===== src/hw/rtl/vmf3d_pkg.sv =====
// Package for the 3-D median filter: sizes, state encoding and the
// command and status structs between controller and datapath. No dependencies.
`default_nettype none
package vmf3d_pkg;
  localparam int unsigned MaxX = 128;
  localparam int unsigned MaxY = 128;
  localparam int unsigned MaxZ = 64;
  localparam int unsigned VoxelBits = 16;
  localparam int unsigned AddrBits = 20;
  localparam int unsigned CntBits = 9;
  localparam int unsigned BitIdxBits = 4;

  localparam logic [2:0] RegDimX = 3'd0;
  localparam logic [2:0] RegDimY = 3'd1;
  localparam logic [2:0] RegDimZ = 3'd2;
  localparam logic [2:0] RegRadX = 3'd3;
  localparam logic [2:0] RegRadY = 3'd4;
  localparam logic [2:0] RegRadZ = 3'd5;

  localparam logic KindLoad  = 1'b0;
  localparam logic KindQuery = 1'b1;

  typedef enum logic [2:0] {
    StIdle,
    StSetup,
    StSize,
    StScan,
    StDrain,
    StResolve,
    StDone
  } state_e;

  typedef struct packed {
    logic wr;
    logic load;
    logic setup;
    logic size;
    logic step;
    logic resolve;
  } cmd_t;

  typedef struct packed {
    logic oor;
    logic last_xyz;
    logic last_bit;
  } status_t;
endpackage
`default_nettype wire


===== src/hw/rtl/vmf3d_ctrl.sv =====
// Controller state machine for the 3-D median filter.
// Depends on vmf3d_pkg.
`default_nettype none
module vmf3d_ctrl import vmf3d_pkg::*; (
  input  wire logic    clk_i,
  input  wire logic    rst_ni,
  input  wire logic    in_valid_i,
  input  wire logic    in_kind_i,
  output logic         in_stall_o,
  input  wire logic    out_free_i,
  output logic         emit_o,
  input  wire status_t st_i,
  output cmd_t         cmd_o
);
  state_e state_q, state_d;

  always_ff @(posedge clk_i or negedge rst_ni) begin
    if (!rst_ni) begin
      state_q <= StIdle;
    end else begin
      state_q <= state_d;
    end
  end

  always_comb begin
    state_d    = state_q;
    cmd_o      = '0;
    emit_o     = 1'b0;
    in_stall_o = (state_q != StIdle);
    case (state_q)
      StIdle: begin
        if (in_valid_i) begin
          if (in_kind_i == KindLoad) begin
            cmd_o.wr = 1'b1;
          end else begin
            cmd_o.load = 1'b1;
            state_d    = StSetup;
          end
        end
      end
      StSetup: begin
        cmd_o.setup = 1'b1;
        state_d     = StSize;
      end
      StSize: begin
        cmd_o.size = 1'b1;
        state_d    = st_i.oor ? StDone : StScan;
      end
      StScan: begin
        cmd_o.step = 1'b1;
        if (st_i.last_xyz) begin
          state_d = StDrain;
        end
      end
      StDrain: begin
        state_d = StResolve;
      end
      StResolve: begin
        cmd_o.resolve = 1'b1;
        state_d       = st_i.last_bit ? StDone : StScan;
      end
      StDone: begin
        if (out_free_i) begin
          emit_o  = 1'b1;
          state_d = StIdle;
        end
      end
      default: begin
        state_d = StIdle;
      end
    endcase
  end
endmodule
`default_nettype wire


===== config.mk =====
export PLATFORM = sky130hd
export DESIGN_NAME = vmf3d_ctrl
export DESIGN_NICKNAME = d
export VERILOG_FILES = /design/src/hw/rtl/vmf3d_pkg.sv /design/src/hw/rtl/vmf3d_ctrl.sv
export SDC_FILE = /design/constraint.sdc
export NUM_CORES = 1
export LEC_CHECK = 0
export BUFFER_PORTS_ARGS = -buffer_cell sky130_fd_sc_hd__buf_4
export CORE_AREA = 2 2 39 41
export CTS_BUF_LIST = sky130_fd_sc_hd__clkbuf_4 sky130_fd_sc_hd__clkbuf_8 sky130_fd_sc_hd__clkbuf_16
export CTS_CLUSTER_DIAMETER = 100
export DETAILED_ROUTE_END_ITERATION = 12
export DIE_AREA = 0 0 41 43
export GPL_ROUTABILITY_DRIVEN = 1
export PLACE_DENSITY_LB_ADDON = 0.08
export SYNTH_ARGS = -nofsm -noshare
export SYNTH_HDL_FRONTEND = slang
export SYNTH_SLANG_ARGS = --single-unit

===== constraint.sdc =====
create_clock -name clk_i -period 1.8 [get_ports clk_i]
set_input_delay 0.27 -clock clk_i [delete_from_list [all_inputs] [get_ports clk_i]]
set_output_delay 0.27 -clock clk_i [all_outputs]
set_load 0.02 [all_outputs]

---- Word level (Yosys, flattened, before mapping) ----
Index checks and enable logic that the tools add are counted.
word-level totals
  logic and storage cells ................. 31
  output and inout bits ................... 8
  bits of input ports ..................... 8
  bits in registers ....................... 3
cells by class
  mux-type cells .......................... 17
  equality and inequality tests ........... 10
  reduce and logical (&&, ||, !) cells .... 3
operators by type and width
  kind                count
  $pmux 3 s7          1
  $mux 3              6
  $eq 3x3->1 const B  3
  $mux 1              8
  $ne 2x2->1 const B  4
  $eq 3x2->1 const B  2
  $mux 2              2
  $reduce_and 4->1    1
  $eq 3x1->1 const B  1
  $logic_not 3->1     1
  $reduce_bool 3->1   1

---- Depth between registers and ports, before layout ----
  word-level depth ........................ 3
  gate-level depth with buffers ........... 4
  depth with buffers taken out ............ 3

---- Worst setup path after synthesis ----
No wires, ideal clock.
  kind .................................... register to output
  from .................................... reg state_q[1]
  to ...................................... out cmd_o[5] (netlist name)
  setup slack ............................. 419 ps
  arrival time ............................ 1111 ps
  data required time ...................... 1530 ps
  path buffers ............................ 1
  stages on the path, launching flop included .. 5
  cell sequence ........................... dfrtp_1 > buf_4 > nor3_2 > nand2_1 > nor2_1
RTL lines
  what                    line              source
  from (decl)             vmf3d_ctrl.sv:15  state_e state_q, state_d;
  from (signal assigned)  vmf3d_ctrl.sv:19  state_q <= StIdle;
  from (signal assigned)  vmf3d_ctrl.sv:21  state_q <= state_d;
  to (decl)               vmf3d_ctrl.sv:13  output cmd_t cmd_o

==> summary.txt <==
Worst setup path
  – Critical Path RT: 1530 ps
  – Worst setup EP type: output pin
  – Worst EP arrival: 1330 ps
  – CP Launch Type: register
  – Reg-to-Reg Start: state_q[2]$_DFFE_PN0P_
  – CP Max Fanout: 11
  – Worst r2r path cells: 3
  – Critical R2R Capture: state_q[0]$_DFFE_PN0P_
  – CP Class: register to output pin
  – R2R setup slack: 560 ps

Clock tree
  – CTS Hold Bufs: 1
  – Reg clk slew, reported paths: 40 ps
  – TritonCTS Sinks: 3
  – Postcts setup bufs: 0
  – Root Driver: clkbuf_4
  – H-tree depth: 1
  – Maximum root-to-sink buffer count: 2
  – Post-cts sizing count: 0
  – Clk Latency, worst-skew pair: 230 ps
  – CTS tree: built
  – CTS buffer count: 3

Timing
  – Period utilization: 0.887
  – Least-Margin Pin Slew: 383 ps
  – Hold Violations, Final: 0
  – # setup viols final: 0
  – Fmax: 0.626 GHz
  – Slew Limit Fails: 0
  – Final clock skew: 0.235 ps
  – Final worst path period need: 1600 ps
  – Total negative slack: 0 ps
  – RSZ-0062 raised after global routing: no
  – Max-Slew Margin vs Limit: 0.745

Cells and area
  – Max reg flops: 3
  – Area growth syn-to-layout: 52.0%
  – Layout cells sized above 1: 0.442
  – Most frequent cells in the layout: buf_4, nor2_1, clkbuf_4
  – Commonest non-fill, non-tap cell in the layout: buf_4
  – Layout net count: 61
  – Layout Utilization: 0.309
  – Biggest register: state_q
  – Antenna cells: 0
  – # fillers: 163
  – Top Registers: state_q (3)

Floorplan
  – Die height: 43 um
  – IO Count: 16
  – DIE AREA: 0.00176 sq mm
  – Placeable core region: 0.00138 sq mm
  – Initial Util: 0.203
  – DIE WIDTH: 41 um
  – Row count: 14

Outcome
  – Status: completed

Logic synthesis
  – Post-Syn Instances: 35
  – Synth Net Count: 43
  – Netlist cell types: 22
  – Mapped Area: 282 sq um
  – Synth Register Bits: 3
  – Main synth FF type: dfrtp_1
  – Synth warnings: 0
  – Seq/Total Area, Yosys: 0.267
  – Mean Syn Cell Area: 8.04 sq um
  – Async SR Flop Fraction: 1.00
  – EDFF count, synth: 0

Detailed routing
  – Vias: 304
  – Via density: 4.47
  – Initial DRC count: 2
  – Final ANT Viol Nets: 0
  – WL per Instance: 10.3 um
  – DRC: 0
  – Iteration count of the initial detailed-routing pass: 2
  – Drt total wl: 698 um

GRT
  – Initial antenna violation count: 0
  – GRT Overall Usage: 0.0987
  – Largest net degree at the start of global routing: 13
  – First-pass GRT wire length: 1120 um
  – Grt total ovfl: 0
  – Vias in the first global route: 299

Min path
  – Hold path cells: 3
  – Hold Path Origin: st_i[2]
  – Hold WC Path Type: primary input to register
  – Hold Path End: state_q[2]$_DFFE_PN0P_

Placement
  – PortBufs: 15
  – Hpwl dp: 535 um
  – RD Place Congestion: 0.715

Power and ir drop
  – P_leak: 0.202 nW
  – Worst vdd ir: 0.632 mV
  – Power per cell area: 1710 mW/mm^2

Job
  – Number of max-cap violations: 0
power by group:
part	switching (mW)	internal [mW]
Clock	0.0361	0.0982
Sequential	0.106	0.101
Combinational	0.193	0.199
routing by layer:
metal,routed length (um),track usage
met1,280,0.107
met2,371,0.147
met3,46,0.0314
met4,0,0.0800
met5,0,0
final cells by class:
class | instances | area (sq um) | share of cell area
Inverter | 3 | 11.3 | 0.0263
Timing Repair Buffer | 16 | 123 | 0.287
Tap cell | 16 | 20.0 | 0.0468
Clock buffer | 4 | 30.0 | 0.0702
Multi-Input combinational cell | 26 | 169 | 0.395
Sequential cell | 3 | 75.1 | 0.175
cell usage after synthesis, types with 2 or more instances:
cell type  n  area share
inv_1      2       0.027
a21oi_1    2       0.036
nand2_1    3       0.040
dfrtp_1    3        0.27
nor2_1     4       0.053
nor3_2     2       0.071
buf_4      2       0.053
nor3_1     2       0.036
nor3b_1    2       0.053
through the flow:
step                std cells  worst slack [ps]  hold slack [ps]  power, mW  area [sq um]
floorplan                  35               419            -25.6      0.510           282
global placement           63               479             59.8      0.608           388
detailed placement         63               445             60.6      0.604           388
CTS                        68               184              337      0.748           428
global route               68              82.3              343      0.799           428
finish                     68               204              339      0.734           428
cell families after synthesis:
group / after synthesis / synth area share
AND/OR/NAND/NOR: 17 / 0.373
AO/OA/AOI/OAI: 8 / 0.191
buffers and inverters: 6 / 0.133
flip-flops: 3 / 0.267
multiplexers: 1 / 0.0356
worst max-delay path: stages, from the launching register on:
cell     delay, ps
dfrtp_1        500
nor3_2         270
and3_1         190
buf_4          140
how the worst max path moves through the flow:
stage	startpoint	to	slack, ps	depth (start not counted)
after global placement	state_q[1]$_DFFE_PN0P_	cmd_o[4]	480	3
after global routing	state_q[2]$_DFFE_PN0P_	emit_o	80	3
after floorplan	state_q[1]$_DFFE_PN0P_	cmd_o[5]	420	4
after detailed placement	state_q[1]$_DFFE_PN0P_	cmd_o[4]	450	3
after CTS	state_q[1]$_DFFE_PN0P_	cmd_o[4]	180	3
final	state_q[1]$_DFFE_PN0P_	cmd_o[4]	200	3
No activity file was read; power rests on OpenSTA's default activity.
